**config.mk**
```make
export PLATFORM = sky130hd
export DESIGN_NAME = combined_tree_barrier_node
export DESIGN_NICKNAME = d
export VERILOG_FILES = /design/src/rtl/core/ctbn_pkg.sv /design/src/rtl/core/ctbn_event.sv /design/src/rtl/core/ctbn_result_queue.sv /design/src/rtl/core/combined_tree_barrier_node.sv
export SDC_FILE = /design/constraint.sdc
export NUM_CORES = 1
export LEC_CHECK = 0
export ABC_AREA = 0
export BUFFER_PORTS_ARGS = -buffer_cell sky130_fd_sc_hd__buf_2
export CORE_UTILIZATION = 25
export DETAILED_ROUTE_END_ITERATION = 8
export PLACE_DENSITY = 0.42
export SLEW_MARGIN = 25
export SYNTH_ARGS = -nofsm -noshare
export SYNTH_HDL_FRONTEND = slang
export SYNTH_SLANG_ARGS = --single-unit
```
**constraint.sdc**
```tcl
create_clock -name clk -period 9.65 [get_ports clk]
set_input_delay 0.4825 -clock clk [delete_from_list [all_inputs] [get_ports clk]]
set_output_delay 0.4825 -clock clk [all_outputs]
set_load 0.1 [all_outputs]
```
**src/rtl/core/ctbn_pkg.sv**
```systemverilog
// Shared types and constants for the combined tree barrier node.
// No dependencies; used by ctbn_event, ctbn_result_queue and the top level.
`default_nettype none

package ctbn_pkg;

  // Limits applied to the node_count and thread_count registers
  localparam int MAX_NODES   = 1024;
  localparam int MAX_THREADS = 64;

  localparam int RANK_W    = 10;
  localparam int NODES_W   = 11;
  localparam int THREADS_W = 7;
  localparam int CFG_IDX_W = 2;
  localparam int CFG_W     = 11;
  localparam int MAX_RES   = 3;

  // Configuration register indexes
  localparam logic [CFG_IDX_W-1:0] CFG_NODE_RANK    = 2'd0;
  localparam logic [CFG_IDX_W-1:0] CFG_NODE_COUNT   = 2'd1;
  localparam logic [CFG_IDX_W-1:0] CFG_THREAD_COUNT = 2'd2;

  typedef enum logic [1:0] {
    OP_LOCAL_ARRIVE = 2'd0,
    OP_CHILD_ARRIVE = 2'd1,
    OP_PARENT_WAKE  = 2'd2
  } opcode_t;

  typedef enum logic [1:0] {
    ACT_NOTIFY_PARENT = 2'd0,
    ACT_WAKE_CHILD    = 2'd1,
    ACT_RELEASE       = 2'd2,
    ACT_UNEXPECTED    = 2'd3
  } action_t;

  typedef struct packed {
    action_t           action;
    logic [RANK_W-1:0] target_node;
    logic              sense_value;
  } result_t;

  // All results caused by one event; entries 0..n-1 are meaningful
  typedef struct packed {
    logic [1:0]            n;
    result_t [MAX_RES-1:0] res;
  } packet_t;

endpackage

`default_nettype wire

```
**src/rtl/core/ctbn_event.sv**
```systemverilog
// Barrier state, configuration registers and per-event decode.
// Depends on ctbn_pkg. Produces at most one result packet per accepted event.
`default_nettype none

module ctbn_event (
  input  wire logic                         clk,
  input  wire logic                         rst,
  input  wire logic                         accept,
  input  wire logic [1:0]                   opcode,
  input  wire logic [ctbn_pkg::RANK_W-1:0]  source_node,
  input  wire logic                         cfg_we,
  input  wire logic [ctbn_pkg::CFG_IDX_W-1:0] cfg_index,
  input  wire logic [ctbn_pkg::CFG_W-1:0]   cfg_data,
  output logic                              push,
  output ctbn_pkg::packet_t                 packet
);

  logic [ctbn_pkg::RANK_W-1:0]    node_rank, node_rank_next;
  logic [ctbn_pkg::NODES_W-1:0]   node_count, node_count_next;
  logic [ctbn_pkg::THREADS_W-1:0] thread_count, thread_count_next;

  logic [ctbn_pkg::THREADS_W-1:0] threads_left, threads_left_next;
  logic [3:0]                     child_pending, child_pending_next;
  logic                           local_complete, local_complete_next;
  logic                           awaiting_parent, awaiting_parent_next;
  logic                           release_sense, release_sense_next;

  logic [ctbn_pkg::NODES_W-1:0]   eff_n;
  logic [ctbn_pkg::THREADS_W-1:0] eff_t;
  logic [3:0]                     mask_cur;
  logic [12:0]                    child_base;
  logic [12:0]                    child_off;
  logic [11:0]                    wake1, wake2;
  logic                           wake1_ok, wake2_ok;
  logic [ctbn_pkg::RANK_W-1:0]    parent;
  logic                           new_sense;
  ctbn_pkg::packet_t              rel_pkt, notify_pkt, bad_pkt;
  ctbn_pkg::result_t              rel_res, wake1_res, wake2_res;

  function automatic logic [ctbn_pkg::NODES_W-1:0] eff_nodes(
    input logic [ctbn_pkg::NODES_W-1:0] cnt
  );
    if (int'(cnt) > ctbn_pkg::MAX_NODES) return ctbn_pkg::NODES_W'(ctbn_pkg::MAX_NODES);
    return cnt;
  endfunction

  function automatic logic [ctbn_pkg::THREADS_W-1:0] eff_threads(
    input logic [ctbn_pkg::THREADS_W-1:0] cnt
  );
    logic [ctbn_pkg::THREADS_W-1:0] t;
    t = (cnt == '0) ? ctbn_pkg::THREADS_W'(1) : cnt;
    if (int'(t) > ctbn_pkg::MAX_THREADS) return ctbn_pkg::THREADS_W'(ctbn_pkg::MAX_THREADS);
    return t;
  endfunction

  // Children 4r+1..4r+4 that lie below the effective node count
  function automatic logic [3:0] present_mask(
    input logic [ctbn_pkg::RANK_W-1:0]  rk,
    input logic [ctbn_pkg::NODES_W-1:0] en
  );
    logic [3:0] m;
    m = '0;
    for (int c = 0; c < 4; c++) begin
      m[c] = (({1'b0, rk, 2'b00} + 13'(c + 1)) < {2'b00, en});
    end
    return m;
  endfunction

  assign eff_n      = eff_nodes(node_count);
  assign eff_t      = eff_threads(thread_count);
  assign mask_cur   = present_mask(node_rank, eff_n);
  assign child_base = {1'b0, node_rank, 2'b00} + 13'd1;
  assign child_off  = {3'b000, source_node} - child_base;
  assign wake1      = {1'b0, node_rank, 1'b1};
  assign wake2      = {1'b0, node_rank, 1'b0} + 12'd2;
  assign wake1_ok   = wake1 < {1'b0, eff_n};
  assign wake2_ok   = wake2 < {1'b0, eff_n};
  assign parent     = (node_rank - ctbn_pkg::RANK_W'(1)) >> 2;
  assign new_sense  = ~release_sense;

  assign rel_res   = '{action: ctbn_pkg::ACT_RELEASE, target_node: '0, sense_value: new_sense};
  assign wake1_res = '{action: ctbn_pkg::ACT_WAKE_CHILD,
                       target_node: wake1[ctbn_pkg::RANK_W-1:0], sense_value: 1'b0};
  assign wake2_res = '{action: ctbn_pkg::ACT_WAKE_CHILD,
                       target_node: wake2[ctbn_pkg::RANK_W-1:0], sense_value: 1'b0};

  always_comb begin
    rel_pkt = '0;
    if (wake2_ok) begin
      rel_pkt.n      = 2'd3;
      rel_pkt.res[0] = wake1_res;
      rel_pkt.res[1] = wake2_res;
      rel_pkt.res[2] = rel_res;
    end else if (wake1_ok) begin
      rel_pkt.n      = 2'd2;
      rel_pkt.res[0] = wake1_res;
      rel_pkt.res[1] = rel_res;
    end else begin
      rel_pkt.n      = 2'd1;
      rel_pkt.res[0] = rel_res;
    end
    notify_pkt        = '0;
    notify_pkt.n      = 2'd1;
    notify_pkt.res[0] = '{action: ctbn_pkg::ACT_NOTIFY_PARENT, target_node: parent,
                          sense_value: 1'b0};
    bad_pkt           = '0;
    bad_pkt.n         = 2'd1;
    bad_pkt.res[0]    = '{action: ctbn_pkg::ACT_UNEXPECTED, target_node: '0,
                          sense_value: 1'b0};
  end

  always_comb begin
    logic       done;
    logic [3:0] bit_sel;
    node_rank_next       = node_rank;
    node_count_next      = node_count;
    thread_count_next    = thread_count;
    threads_left_next    = threads_left;
    child_pending_next   = child_pending;
    local_complete_next  = local_complete;
    awaiting_parent_next = awaiting_parent;
    release_sense_next   = release_sense;
    packet               = '0;
    done                 = 1'b0;
    bit_sel              = 4'b0001 << child_off[1:0];

    if (accept) begin
      unique case (ctbn_pkg::opcode_t'(opcode))
        ctbn_pkg::OP_LOCAL_ARRIVE: begin
          if (local_complete || awaiting_parent) begin
            packet = bad_pkt;
          end else begin
            if (threads_left <= ctbn_pkg::THREADS_W'(1)) begin
              threads_left_next   = '0;
              local_complete_next = 1'b1;
              done                = (child_pending == '0);
            end else begin
              threads_left_next = threads_left - ctbn_pkg::THREADS_W'(1);
            end
          end
        end
        ctbn_pkg::OP_CHILD_ARRIVE: begin
          if (({3'b000, source_node} < child_base) || (child_off >= 13'd4) ||
              ((child_pending & bit_sel) == '0)) begin
            packet = bad_pkt;
          end else begin
            child_pending_next = child_pending & ~bit_sel;
            done = local_complete && (child_pending_next == '0) && !awaiting_parent;
          end
        end
        ctbn_pkg::OP_PARENT_WAKE: begin
          if (!awaiting_parent) begin
            packet = bad_pkt;
          end else begin
            awaiting_parent_next = 1'b0;
            release_sense_next   = new_sense;
            packet               = rel_pkt;
          end
        end
        default: packet = bad_pkt;
      endcase

      // Round complete: rearm right away, then notify or (at the root) release
      if (done) begin
        threads_left_next   = eff_t;
        child_pending_next  = mask_cur;
        local_complete_next = 1'b0;
        if (node_rank != '0) begin
          awaiting_parent_next = 1'b1;
          packet               = notify_pkt;
        end else begin
          awaiting_parent_next = 1'b0;
          release_sense_next   = new_sense;
          packet               = rel_pkt;
        end
      end
    end

    if (cfg_we && (cfg_index == ctbn_pkg::CFG_NODE_RANK ||
                   cfg_index == ctbn_pkg::CFG_NODE_COUNT ||
                   cfg_index == ctbn_pkg::CFG_THREAD_COUNT)) begin
      unique case (cfg_index)
        ctbn_pkg::CFG_NODE_RANK:  node_rank_next  = cfg_data[ctbn_pkg::RANK_W-1:0];
        ctbn_pkg::CFG_NODE_COUNT: node_count_next = cfg_data[ctbn_pkg::NODES_W-1:0];
        default:                  thread_count_next = cfg_data[ctbn_pkg::THREADS_W-1:0];
      endcase
      threads_left_next    = eff_threads(thread_count_next);
      child_pending_next   = present_mask(node_rank_next, eff_nodes(node_count_next));
      local_complete_next  = 1'b0;
      awaiting_parent_next = 1'b0;
    end
  end

  assign push = accept && (packet.n != 2'd0);

  always_ff @(posedge clk) begin
    if (rst) begin
      node_rank       <= '0;
      node_count      <= ctbn_pkg::NODES_W'(1);
      thread_count    <= ctbn_pkg::THREADS_W'(1);
      threads_left    <= ctbn_pkg::THREADS_W'(1);
      child_pending   <= '0;
      local_complete  <= 1'b0;
      awaiting_parent <= 1'b0;
      release_sense   <= 1'b1;
    end else begin
      node_rank       <= node_rank_next;
      node_count      <= node_count_next;
      thread_count    <= thread_count_next;
      threads_left    <= threads_left_next;
      child_pending   <= child_pending_next;
      local_complete  <= local_complete_next;
      awaiting_parent <= awaiting_parent_next;
      release_sense   <= release_sense_next;
    end
  end

  // The root never waits on a parent
  a_root_never_waits: assert property (@(posedge clk) disable iff (rst)
    awaiting_parent |-> (node_rank != '0))
    else $error("awaiting parent at root");

  a_done_vs_waiting: assert property (@(posedge clk) disable iff (rst)
    !(local_complete && awaiting_parent))
    else $error("local threads complete while awaiting parent");

  a_count_tracks_done: assert property (@(posedge clk) disable iff (rst)
    (threads_left == '0) == local_complete)
    else $error("thread count out of step with local_complete");

endmodule

`default_nettype wire

```
**src/rtl/core/ctbn_result_queue.sv**
```systemverilog
// Two-packet result queue; emits one result per output beat, tlast on the final one.
// Depends on ctbn_pkg.
`default_nettype none

module ctbn_result_queue (
  input  wire logic              clk,
  input  wire logic              rst,
  input  wire logic              push,
  input  wire ctbn_pkg::packet_t packet,
  output logic                   room,
  output logic                   out_valid,
  input  wire logic              out_ready,
  output ctbn_pkg::result_t      out_res,
  output logic                   out_last
);

  ctbn_pkg::packet_t slots [2];
  logic       wr_ptr, rd_ptr;
  logic [1:0] count, count_next;
  logic [1:0] idx;
  logic       beat, pop;

  assign room      = (count != 2'd2);
  assign out_valid = (count != 2'd0);
  assign out_res   = slots[rd_ptr].res[idx];
  assign out_last  = (idx == slots[rd_ptr].n - 2'd1);
  assign beat      = out_valid && out_ready;
  assign pop       = beat && out_last;

  always_comb begin
    count_next = count;
    if (push && !pop) count_next = count + 2'd1;
    else if (!push && pop) count_next = count - 2'd1;
  end

  always_ff @(posedge clk) begin
    if (push) slots[wr_ptr] <= packet;
  end

  always_ff @(posedge clk) begin
    if (rst) begin
      wr_ptr <= 1'b0;
      rd_ptr <= 1'b0;
      count  <= '0;
      idx    <= '0;
    end else begin
      count <= count_next;
      if (push) wr_ptr <= ~wr_ptr;
      if (pop) begin
        rd_ptr <= ~rd_ptr;
        idx    <= '0;
      end else if (beat) begin
        idx <= idx + 2'd1;
      end
    end
  end

  a_no_overflow: assert property (@(posedge clk) disable iff (rst)
    push |-> (room || pop))
    else $error("push into full result queue");

  a_idx_in_packet: assert property (@(posedge clk) disable iff (rst)
    out_valid |-> (idx < slots[rd_ptr].n))
    else $error("result index past end of packet");

endmodule

`default_nettype wire

```
**src/rtl/core/combined_tree_barrier_node.sv**
```systemverilog
// Top level of one combined tree barrier node (4-ary arrival, binary wake-up).
// Depends on ctbn_pkg, ctbn_event and ctbn_result_queue.
//
//   channel   dir  handshake              payload
//   s_axis    in   tvalid/tready          tuser: opcode; tdata: source_node
//   m_axis    out  tvalid/tready, tlast   tuser: action; tdata: target_node, sense_value
//   cfg       in   cfg_we                 cfg_index, cfg_data (no read-back)
//
// An event is decoded and the state updated in the cycle it is accepted; its results
// queue behind earlier packets and go out on m_axis one per beat (0 to 3 per event).
// s_axis takes one event per cycle while fewer than two result packets are queued;
// an event with k results holds the output for k beats; quiet events queue nothing.
// Synchronous reset; config writes rearm the round and keep the release sense.
`default_nettype none

module combined_tree_barrier_node (
  input  wire logic        clk,
  input  wire logic        rst,
  input  wire logic        s_axis_tvalid,
  output logic             s_axis_tready,
  input  wire logic [15:0] s_axis_tdata,   // [9:0] source_node, [15:10] zero
  input  wire logic [1:0]  s_axis_tuser,   // [1:0] opcode
  output logic             m_axis_tvalid,
  input  wire logic        m_axis_tready,
  output logic [15:0]      m_axis_tdata,   // [9:0] target_node, [10] sense_value, [15:11] zero
  output logic [1:0]       m_axis_tuser,   // [1:0] action
  output logic             m_axis_tlast,
  input  wire logic        cfg_we,
  input  wire logic [1:0]  cfg_index,
  input  wire logic [10:0] cfg_data
);

  logic              accept;
  logic              push;
  logic              room;
  ctbn_pkg::packet_t packet;
  ctbn_pkg::result_t out_res;

  assign s_axis_tready = room;
  assign accept        = s_axis_tvalid && room;

  ctbn_event u_event (
    .clk         (clk),
    .rst         (rst),
    .accept      (accept),
    .opcode      (s_axis_tuser),
    .source_node (s_axis_tdata[ctbn_pkg::RANK_W-1:0]),
    .cfg_we      (cfg_we),
    .cfg_index   (cfg_index),
    .cfg_data    (cfg_data),
    .push        (push),
    .packet      (packet)
  );

  ctbn_result_queue u_queue (
    .clk       (clk),
    .rst       (rst),
    .push      (push),
    .packet    (packet),
    .room      (room),
    .out_valid (m_axis_tvalid),
    .out_ready (m_axis_tready),
    .out_res   (out_res),
    .out_last  (m_axis_tlast)
  );

  assign m_axis_tdata = {5'b00000, out_res.sense_value, out_res.target_node};
  assign m_axis_tuser = out_res.action;

endmodule

`default_nettype wire
```
## Word-level counts from Yosys, hierarchy flattened

Memory sizes are Yosys's and may differ from the RTL's. A register that Yosys moved wholly into a read port is not among the register bits.
Index checks and enable logic that the tools add are counted.

| word-level totals | value |
|---|---|
| register bits | 48 |
| latch bits | 0 |
| memory bits (writable) | 82 |
| bits in read-only memories | 0 |
| input bits | 36 |
| output and inout bits | 21 |
| logic and storage cells | 175 |
| memories kept | 1 |

| cells by class | value |
|---|---|
| add/subtract/negate cells | 16 |
| multipliers | 0 |
| div/mod/pow operators | 0 |
| $lt $le $gt $ge | 18 |
| eq/ne operators | 9 |
| shift-type cells | 1 |
| muxes and demuxes | 71 |
| bitwise logic cells | 6 |
| reductions and logical operators | 41 |

Memory list:

| name | words | width | read ports | clocked after Yosys merged registers in | write ports | RTL line | text |
|---|---|---|---|---|---|---|---|
| u_queue.slots | 2 | 41 | 1 | 1 | 1 | ctbn_result_queue.sv:17 | `ctbn_pkg::packet_t slots [2];` |

Operators with widths:

| cell | number |
|---|---|
| two-way mux 41 bit | 4 |
| case mux 41 bit (3 select lines) | 1 |
| less-than comparator 13 x 11 -> 1 bit | 8 |
| two-way mux 7 bit | 14 |
| two-way mux 40 bit | 2 |
| two-way mux 11 bit | 7 |
| adder 12 x 2 -> 13 bit (second input constant) | 4 |
| two-way mux 13 bit | 4 |
| adder 12 x 1 -> 13 bit (second input constant) | 2 |
| adder 12 x 3 -> 13 bit (second input constant) | 2 |
| binary-select mux 13 bit (select 2 bit) | 1 |
| two-way mux 26 bit | 1 |
| two-way mux 1 bit | 25 |
| > comparator 11 bit (second input constant) | 2 |
| two-way mux 10 bit | 2 |
| two-way mux 4 bit | 5 |
| > comparator 7 bit (second input constant) | 2 |
| zero test 7 bit | 2 |
| nonzero test 2 bit | 7 |
| >= comparator 13 x 3 -> 1 bit (second input constant) | 1 |
| less-than comparator 10 x 13 -> 1 bit | 1 |
| subtractor 10 x 13 -> 13 bit | 1 |
| adder 11 x 2 -> 12 bit (second input constant) | 1 |
| zero test 4 bit | 3 |
| 29 further kinds | 60 |

## Longest topological paths before layout

Gate-level depths: netlist (run 1).

| logic depth | value |
|---|---|
| depth in word-level cells | 19 |
| depth in mapped cells | 16 |
| mapped depth without buffers | 14 |

## By module

A second synthesis (run 1) with hierarchy kept.

| second synthesis, totals | value |
|---|---|
| cells, all modules | 914 |
| area, all modules | 8753.4 um^2 |

By module, submodules not included:

| module | instances | cells each | area each (um^2) | seq. area each (um^2) |
|---|---|---|---|---|
| ctbn_event | 1 | 720 | 5220.0 | 840.8 |
| ctbn_result_queue | 1 | 187 | 3485.8 | 2602.5 |
| combined_tree_barrier_node | 1 | 7 | 47.5 | 0.0 |

## Worst setup path before layout (run 1)

Ideal clock, no wire load.

| timing path | value |
|---|---|
| kind | reg-to-reg |
| start | register with a tool-made name |
| end | register u_queue.count[1] |
| library setup time | 0.070 ns |
| arrival time | 4.606 ns |
| required time | 9.580 ns |
| slack | 4.974 ns |
| stages on the path, launching flop included | 9 |
| path buffers | 1 |
| period minus slack after synthesis | 4.676 ns |
| cell sequence | dfxtp_1 > clkbuf_1 > mux2i_1 > xor2_1 > o21ai_0 > nand3_1 > ha_1 > or3_1 > a21oi_1 |

RTL lines:

| what | RTL line | text |
|---|---|---|
| end signal, assigned | ctbn_result_queue.sv:47 | `count <= count_next;` |
| end, declared | ctbn_result_queue.sv:19 | `logic [1:0] count, count_next;` |

==> reports/results.ini, run 1 <==
[outcome]
outcome=finished, final reports clean

[clock_network]
ctsHoldBuffers=0
cts_htree_levels=3
cts.sink_count=105
postCtsResizedCells=0
post_cts_clock_slew_at_the_launch_and_capture_registers_of_the_worst_setup_and_hold_paths_ps=80
clk-insertion-delay-late_ps=360
cts_tree=built
cts_buffer_depth=2
cell_at_the_root_of_the_clock_tree=clkbuf_16
number_of_clock_buffers_inserted_by_tritoncts=9
post-cts-setup-buffer-count=0

[final_layout]
mostFrequentLayoutCell=nand2_1
flow.area_growth_from_synthesis_pct=11.55
final_layout_size_suffix_gt1_share_pct=11.55
antenna_cells_inserted=0
multi_input_comb_area_um2=4649
finish.instance_area_um2=8521
mostFrequentLayoutCells=nand2_1 (112), ha_1 (72), nor2_1 (66)
nets=995
layout.filler_cells=3221
layout.area.seq_um2=2663

[worst_setup_path]
rrSetupSlack_ps=5450
required_time_worst_endpoint_ps=9840
r2r-start=u_event.node_rank[0]
crit_path_max_incr_delay_ps=640
worstReg2RegEnd=u_queue.slots[0][21]
timing.critical_path.to_type=flip-flop
worstPathCellList=inv_1, ha_1, o211ai_2, a21oi_1, o2111a_1, o31a_1, nor4_4, nor2_1, o21ai_1, nand3_1, nor2b_1
timing.critical_path.arrival_ps=4390
worstPathMaxFanout=11
worst_setup_path_startpoint=u_event.node_rank[0]
rr_worst_depth=11
critPathTopFamily=simple AND/OR/NAND/NOR gates
criticalPathCategory=flip-flop to flip-flop
critPathCapture=u_queue.slots[0][21]
path_buf_inv=1
slowest_stage=dfxtp_1
worst-path-stages=11
startpoint_type=flip-flop

[detailed_routing]
drt_iter0_markers=272
remaining_drc_errors=0
wl_per_cell_um=17.38
via_per_inst=4.862
vias=6233
routed_wirelength_mm=22.28
ant_nets=0
first_pass_iters=4

[job]
cap_violations=0

[power_and_ir_drop]
power_leakage_nw=3.237
vdd_ir_max_mv=0.06541
p_per_area_nw_per_um2=168.0

[die]
num_rows=63
initial_core_util_pct=25.57
core_area_um2=29870
dieHeight_um=176.8
die_width_um=176.8
design.portCount=57
floorplan.die_area_um2=31260

[synth]
postSynthCellCount=865
flops_latches_synth=105
synth-main-ff-cell=edfxtp_1
synth.cell_area_um2=7639
synth_enable_flop_cells=56
library_cells_used_by_synthesis=70
syn_avg_cell_area_um2=8.831
share_of_flip_flops_with_an_asynchronous_set_or_reset_after_synthesis_pct=0
ys.warnings.count=0
seq_area_frac_synth_pct=34.86

[global_routing]
pin_count_of_the_biggest_net_entering_global_routing=54
grt_pass1_vias=6176
globalRouteTotalUtil_pct=14.79
sum_of_overflow_across_all_layers_after_global_routing=0
grt_pass1_wl_mm=35.52
antenna_found_initial=0

[sta]
timing.fmax_mhz=238.2
setup_violations=0
final-hold-violation-count=0
clock_skew_ps=10.18
worst_slew_margin_rel_pct=40.61
rsz0062_at_grt=no
slew_viol_final=0
final.period_utilization_pct=43.51
finalSetupTns_ps=0
finalCriticalPeriod_ps=4198
worst_pin_slew_ps=889.7

[worst_hold_path]
hold_path_class=input pin to flip-flop

[placement]
hpwl_mm=16.67
globalplace.congestion=0.8134
place.port_buffers=45
area_post_placement_um2=8232

worst min-delay path: cells and delay by family:
family	cells	cell delay [ps]
AOI/OAI and AO/OA	1	50
buffers and inverters	1	140
and+or+nand+nor	1	60
cell families after synthesis:
logic type	share of synthesized area (%)
xor gates and xnor gates	3.669
muxes	6.716
and+or+nand+nor	21.26
DFF	34.86
AOI/OAI and AO/OA	17.10
buffers and inverters	4.553
adders and majority gates	11.79
other	0.04909
power breakdown:
part	switching, mW	leakage (nW)	internal, mW
sequential	0.0361	0.961	0.504
clock	0.199	0.138	0.183
combinational	0.352	2.14	0.158
per-layer routing:
| layer | up-vias | global-route usage, % | share of wire (%) |
|---|---|---|---|
| li1 | 3197 | - | - |
| met1 | 2950 | 20.31 | 50 |
| met2 | 72 | 24.56 | 46 |
| met3 | 14 | 1.783 | 2.5 |
| met4 | 0 | 3.448 | 1.2 |
| met5 | - | 0 | 0 |
flip-flops by register name (all words and copies together), names as in the netlist, named ones only:
name / cells
u_event.child_pending: 4
u_queue.slots: 56
u_event.awaiting_parent: 1
u_event.release_sense: 1
u_event.node_rank: 10
u_queue.wr_ptr: 1
u_queue.idx: 2
u_queue.count: 2
u_event.node_count: 11
u_event.thread_count: 7
u_event.local_complete: 1
u_event.threads_left: 7
u_queue.rd_ptr: 1
through the flow:
step / instances / worst slack (ps) / util (%) / hold slack (ps) / total power, mW
floorplan: 869 / 4974 / - / 449.7 / 0.9483
global placement: 1266 / 5487 / 27.55 / 474.7 / 1.065
detailed placement: 1266 / 5454 / 27.55 / 479.4 / 1.066
CTS: 1282 / 5416 / 28.51 / 400.3 / 1.454
global route: 1282 / 5130 / 28.52 / 417.8 / 1.518
finish: 1282 / 5452 / 28.52 / 412.8 / 1.432
worst min path at each step:
stage / slack [ps] / end / depth (start not counted) / start
5_1_grt: 420 / u_event.node_count[7] / 3 / cfg_data[7]
3_5_place_dp: 480 / u_event.thread_count[1] / 2 / u_event.thread_count[1]
2_1_floorplan: 450 / u_event.thread_count[1] / 2 / u_event.thread_count[1]
4_1_cts: 400 / u_event.node_count[8] / 3 / cfg_data[8]
3_3_place_gp: 470 / u_event.thread_count[3] / 2 / u_event.thread_count[3]
6_report: 410 / u_event.node_count[8] / 3 / cfg_data[8]
final cells by class:
| type | instances | share of cell area, % |
|---|---|---|
| clock buffers | 10 | 2.687 |
| clock inverters | 6 | 0.6608 |
| inverters | 34 | 1.498 |
| multi-input cells | 681 | 54.57 |
| flip-flops and latches | 105 | 31.25 |
| well taps | 390 | 5.727 |
| repair buffers | 56 | 3.612 |
synth_stat cells, types with 7 or more instances:
master    count  area share, %
dfxtp_1      49             13
nand2_1     112            5.5
o21ai_0      32            2.1
ha_1         72             12
a21o_1       15            1.5
a21oi_1      55            3.6
edfxtp_1     56             22
nor4_1       12           0.98
inv_1        32            1.6
clkbuf_1     36            1.8
nor2b_1      31            2.5
mux2i_1      22            2.9
xnor2_1      23            2.6
nor3_1       20            1.3
mux4_2       11            3.2
nand3_1      35            2.3
xor2_1        9            1.0
and2_1        7           0.57
a31oi_1       8           0.66
a211oi_1     26            2.6
nor2_1       66            3.2
nand2b_1     12           0.98
and3_1       12           0.98
Note: power is estimated with default switching activity, not from simulation.
==> inputs of run 2 (changes only) <==
==> constraint.sdc (replaced) <==
create_clock -name clk -period 3.97 [get_ports clk]
set_input_delay 0.1985 -clock clk [delete_from_list [all_inputs] [get_ports clk]]
set_output_delay 0.1985 -clock clk [all_outputs]
set_load 0.1 [all_outputs]
==> reports/results.ini, run 2 (synthesis gave the netlist of run 1 again) <==
[detailed_routing]
drt-met1-wl_mm=11.69
wl_per_cell_um=17.61
vias=6411
via_per_inst=4.890
remaining_drc_errors=0
met3WireLength_um=692
met2_wirelength_from_detailed_routing_mm=10.42
routed_wirelength_mm=23.09
dr.max_layer_used=met4
first_pass_iters=5
ant_nets=0
drt_iter0_markers=306

[worst_hold_path]
worst_hold_path.num_cells=3
hold_path_class=input pin to flip-flop

[die]
floorplan.die_area_um2=31260
design.portCount=57
die_width_um=176.8
dieHeight_um=176.8
initial_core_util_pct=25.57
core_area_um2=29870
num_rows=63

[sta]
slew_viol_final=0
timing.fmax_mhz=277.2
worst_slew_margin_rel_pct=50.81
final.period_utilization_pct=90.88
clock_skew_ps=6.750
finalCriticalPeriod_ps=3608
final-hold-violation-count=0
setup_violations=0
worst_pin_slew_ps=737.8
rsz0062_at_grt=no
finalSetupTns_ps=0
fin_hold_ws_ps=135.5

[placement]
globalplace.congestion=0.8346
hpwl_mm=17.67
place.port_buffers=45

[worst_setup_path]
timing.critical_path.arrival_ps=3900
worstPathMaxFanout=5
timing.critical_path.to_type=flip-flop
required_time_worst_endpoint_ps=4260
startpoint_type=flip-flop
rr_worst_depth=12
criticalPathCategory=flip-flop to flip-flop

[outcome]
outcome=finished, final reports clean

[final_layout]
nets=1024
final_layout_size_suffix_gt1_share_pct=14.22
mostFrequentLayoutCells=nand2_1 (112), ha_1 (72), nor2_1 (66)
biggest_register=u_queue.slots
antenna_cells_inserted=0
flow.area_growth_from_synthesis_pct=14.37
top_regs=u_queue.slots x56, u_event.node_count x11, u_event.node_rank x10
layout.filler_cells=3187
largest_register_ff_count=56
mostFrequentLayoutCell=nand2_1

[clock_network]
postCtsResizedCells=0
cts_tree=built
cell_at_the_root_of_the_clock_tree=clkbuf_16
cts_buffer_depth=2
number_of_clock_buffers_inserted_by_tritoncts=9
clk-insertion-delay-late_ps=360
cts_htree_levels=3
cts.sink_count=105
post_cts_clock_slew_at_the_launch_and_capture_registers_of_the_worst_setup_and_hold_paths_ps=80
ctsHoldBuffers=0
post-cts-setup-buffer-count=0

[power_and_ir_drop]
power_leakage_nw=3.383
vdd_ir_max_mv=0.2131
p_per_area_nw_per_um2=400.5

[global_routing]
sum_of_overflow_across_all_layers_after_global_routing=0
pin_count_of_the_biggest_net_entering_global_routing=33
globalRouteTotalUtil_pct=15.35
antenna_found_initial=0
grt_pass1_wl_mm=36.96
grt_pass1_vias=6471

[job]
cap_violations=0

run 2: cell types whose count changed in the layout (fill, tap and decap cells not counted):
| cell | previous run | this run |
|---|---|---|
| a21oi_1 | 54 | 55 |
| a21oi_2 | 3 | 2 |
| buf_4 | 11 | 40 |
| clkinv_4 | 0 | 3 |
| clkinvlp_4 | 1 | 0 |
| inv_6 | 3 | 1 |
| o21ai_0 | 32 | 31 |
| o21ai_1 | 4 | 5 |
run 2: metal layers:
| layer | vias to the layer above | global-route usage (%) |
|---|---|---|
| li1 | 3259 | - |
| met1 | 3033 | 21.64 |
| met2 | 102 | 24.72 |
| met3 | 17 | 1.976 |
| met4 | 0 | 3.592 |
| met5 | - | 0 |
run 2: area by class of cell:
class	instances	area, um2	share of cell area [%]
clock buffer	10	229.0	2.621
inverter	34	127.6	1.461
sequential	105	2663	30.48
timing repair buffer	85	525.5	6.015
tap	390	488.0	5.586
multi-input combinational	681	4646	53.18
clock inverter	6	57.56	0.6588
run 2: worst paths after layout:
path / from / to / slack (ps)
hold / removal: cfg_data[8] / u_event.node_count[8] / 140
setup reg to reg: u_event.node_rank[1] / u_queue.count[1] / 360
hold reg to reg: u_event.thread_count[1] / u_event.thread_count[1] / 490
setup / recovery: u_event.node_rank[1] / u_queue.count[1] / 360
run 2: through the flow:
| step | cell area [um2] | total power, mW | util (%) | setup slack, ps | std cells |
|---|---|---|---|---|---|
| after floorplan | 7656 | 2.305 | - | 87.69 | 869 |
| after global placement | 8449 | 2.632 | 28.28 | 433.3 | 1295 |
| after detailed placement | 8449 | 2.632 | 28.28 | 363.8 | 1295 |
| after CTS | 8736 | 3.548 | 29.24 | 349.4 | 1311 |
| after global routing | 8736 | 3.713 | 29.24 | 67.54 | 1311 |
| final | 8736 | 3.499 | 29.24 | 362.2 | 1311 |
run 2: worst max-delay path: stages, from the launching register on:
cell and delay, ps:
dfxtp_1 420, inv_1 110, ha_1 340, a21oi_1 270, a21oi_2 140, a21oi_2 170, mux2i_1 120, or4_4 570
o32ai_1 300, a31oi_1 230, ha_1 380, or3_1 350, a21oi_1 130
run 2: power by group:
group          switching [mW]  internal (mW)
combinational           0.905          0.414
sequential             0.0556           1.22
clock                   0.457          0.442
total                    1.42           2.08
==> inputs of run 3 (changes only) <==
--- a/config.mk
+++ b/config.mk
@@ -9,7 +9,6 @@
 export BUFFER_PORTS_ARGS = -buffer_cell sky130_fd_sc_hd__buf_2
 export CORE_UTILIZATION = 25
 export DETAILED_ROUTE_END_ITERATION = 8
-export PLACE_DENSITY = 0.42
 export SLEW_MARGIN = 25
 export SYNTH_ARGS = -nofsm -noshare
 export SYNTH_HDL_FRONTEND = slang
==> reports/results.ini, run 3 (synthesis gave the netlist of run 1 again) <==
[detailed_routing]
wl_per_cell_um=15.99
routed_wirelength_mm=20.90
ant_nets=0
remaining_drc_errors=0
first_pass_iters=5
vias=6469
via_per_inst=4.950
drt_iter0_markers=578

[clock_network]
cell_at_the_root_of_the_clock_tree=clkbuf_16
ctsHoldBuffers=0
post_cts_clock_slew_at_the_launch_and_capture_registers_of_the_worst_setup_and_hold_paths_ps=80
post-cts-setup-buffer-count=0
clk-insertion-delay-late_ps=360
cts_buffer_depth=2
cts_htree_levels=3
cts_tree=built
number_of_clock_buffers_inserted_by_tritoncts=9
postCtsResizedCells=0
cts.sink_count=105

[final_layout]
multi_input_comb_area_um2=4656
nets=1020
largest_register_ff_count=56
mostFrequentLayoutCell=nand2_1
antenna_cells_inserted=0
layout.filler_cells=3159
mostFrequentLayoutCells=nand2_1 (112), ha_1 (72), nor2_1 (66)
fin_util_pct=29.18
flow.area_growth_from_synthesis_pct=14.12
biggest_register=u_queue.slots
layout.area.seq_um2=2663
final_layout_size_suffix_gt1_share_pct=14.07
finish.instance_area_um2=8717
top_regs=u_queue.slots x56, u_event.node_count x11, u_event.node_rank x10

[global_routing]
sum_of_overflow_across_all_layers_after_global_routing=0
grt_pass1_vias=6153
antenna_found_initial=0
globalRouteTotalUtil_pct=13.70
pin_count_of_the_biggest_net_entering_global_routing=38
grt_pass1_wl_mm=33.38

[die]
num_rows=63
design.portCount=57
initial_core_util_pct=25.57
core_area_um2=29870
dieHeight_um=176.8
die_width_um=176.8
floorplan.die_area_um2=31260

[placement]
place.port_buffers=45
dp_worst_setup_slack_ps=326.2
hpwl_mm=16.01
area_post_placement_um2=8424
globalplace.congestion=0.9018

[worst_setup_path]
startpoint_type=flip-flop
rrSetupSlack_ps=280
timing.critical_path.to_type=flip-flop
r2r-start=u_event.node_rank[5]
criticalPathCategory=flip-flop to flip-flop
rr_worst_depth=13
worstReg2RegEnd=u_queue.count[1]
worstPathMaxFanout=9
required_time_worst_endpoint_ps=4260
timing.critical_path.arrival_ps=3980

[worst_hold_path]
worst_hold_path.num_cells=3
timing.hold.worst_endpoint=u_event.node_count[8]
hold_path_class=input pin to flip-flop
hold_path_startpoint=cfg_data[8]

[sta]
slew_viol_final=0
final-hold-violation-count=0
worst_slew_margin_rel_pct=39.74
worst_pin_slew_ps=902.7
timing.fmax_mhz=270.6
setup_violations=0
finalCriticalPeriod_ps=3695
clock_skew_ps=14.32
final.period_utilization_pct=93.07
fin_hold_ws_ps=121.7
layout_setup_ws_ps=275.2
rsz0062_at_grt=no
finalSetupTns_ps=0

[power_and_ir_drop]
power_leakage_nw=3.371
vdd_ir_max_mv=0.2073
p_per_area_nw_per_um2=399.3

[outcome]
outcome=finished, final reports clean

[job]
cap_violations=0

## run 3: changes by cell type in the layout (fill, tap and decap cells not counted), sizes merged
cell and change:
buf -4, clkbuf -1, inv +2, clkinv -1
## run 3: how the worst max path moves through the flow
stage | cells after the start | endpoint | startpoint | slack, ps
2_1_floorplan | 4 | m_axis_tuser[0] | flip-flop | 90
3_3_place_gp | 10 | u_queue.slots[0][39] | u_event.node_rank[5] | 200
3_5_place_dp | 13 | u_queue.count[1] | u_event.node_rank[5] | 330
4_1_cts | 13 | u_queue.count[1] | u_event.node_rank[5] | 300
5_1_grt | 11 | u_queue.slots[1][19] | u_event.node_rank[1] | 6
6_report | 13 | u_queue.count[1] | u_event.node_rank[5] | 280
## run 3: critical path, stage by stage (launching register included)
cell and delay [ps]:
dfxtp_1 320, inv_1 200, ha_1 380, a21oi_1 270, o21ai_0 140, a31oi_1 240, o21bai_1 90, or4_4 510
o32ai_1 310, a31oi_1 170, buf_4 170, ha_1 320, or3_1 360, a21oi_1 140
## run 3: metrics by stage
stage	power (mW)	instances
2_1_floorplan	2.305	869
3_3_place_gp	2.592	1291
6_report	3.481	1307
4_1_cts	3.505	1307
3_5_place_dp	2.606	1291
5_1_grt	3.674	1307
## run 3: final cells by class
cell class	count	share of cell area, %
multi-input combinational	681	53.41
sequential	105	30.54
timing repair buffer	81	5.684
tap	390	5.598
clock buffer	9	2.584
inverter	34	1.464
clock inverter	7	0.7177
## run 3: power by group
group	internal [mW]	switching, mW	total (mW)
clock	0.442	0.451	0.893
combinational	0.415	0.878	1.29
sequential	1.23	0.0693	1.29
total	2.08	1.40	3.48
## run 3: layer usage
| layer | wire length (um) | up-vias | global-route usage, % |
|---|---|---|---|
| li1 | - | 3253 | - |
| met1 | 10330 | 3036 | 19.51 |
| met2 | 9252 | 161 | 21.32 |
| met3 | 1065 | 19 | 2.448 |
| met4 | 250 | 0 | 3.125 |
| met5 | 0 | - | 0 |
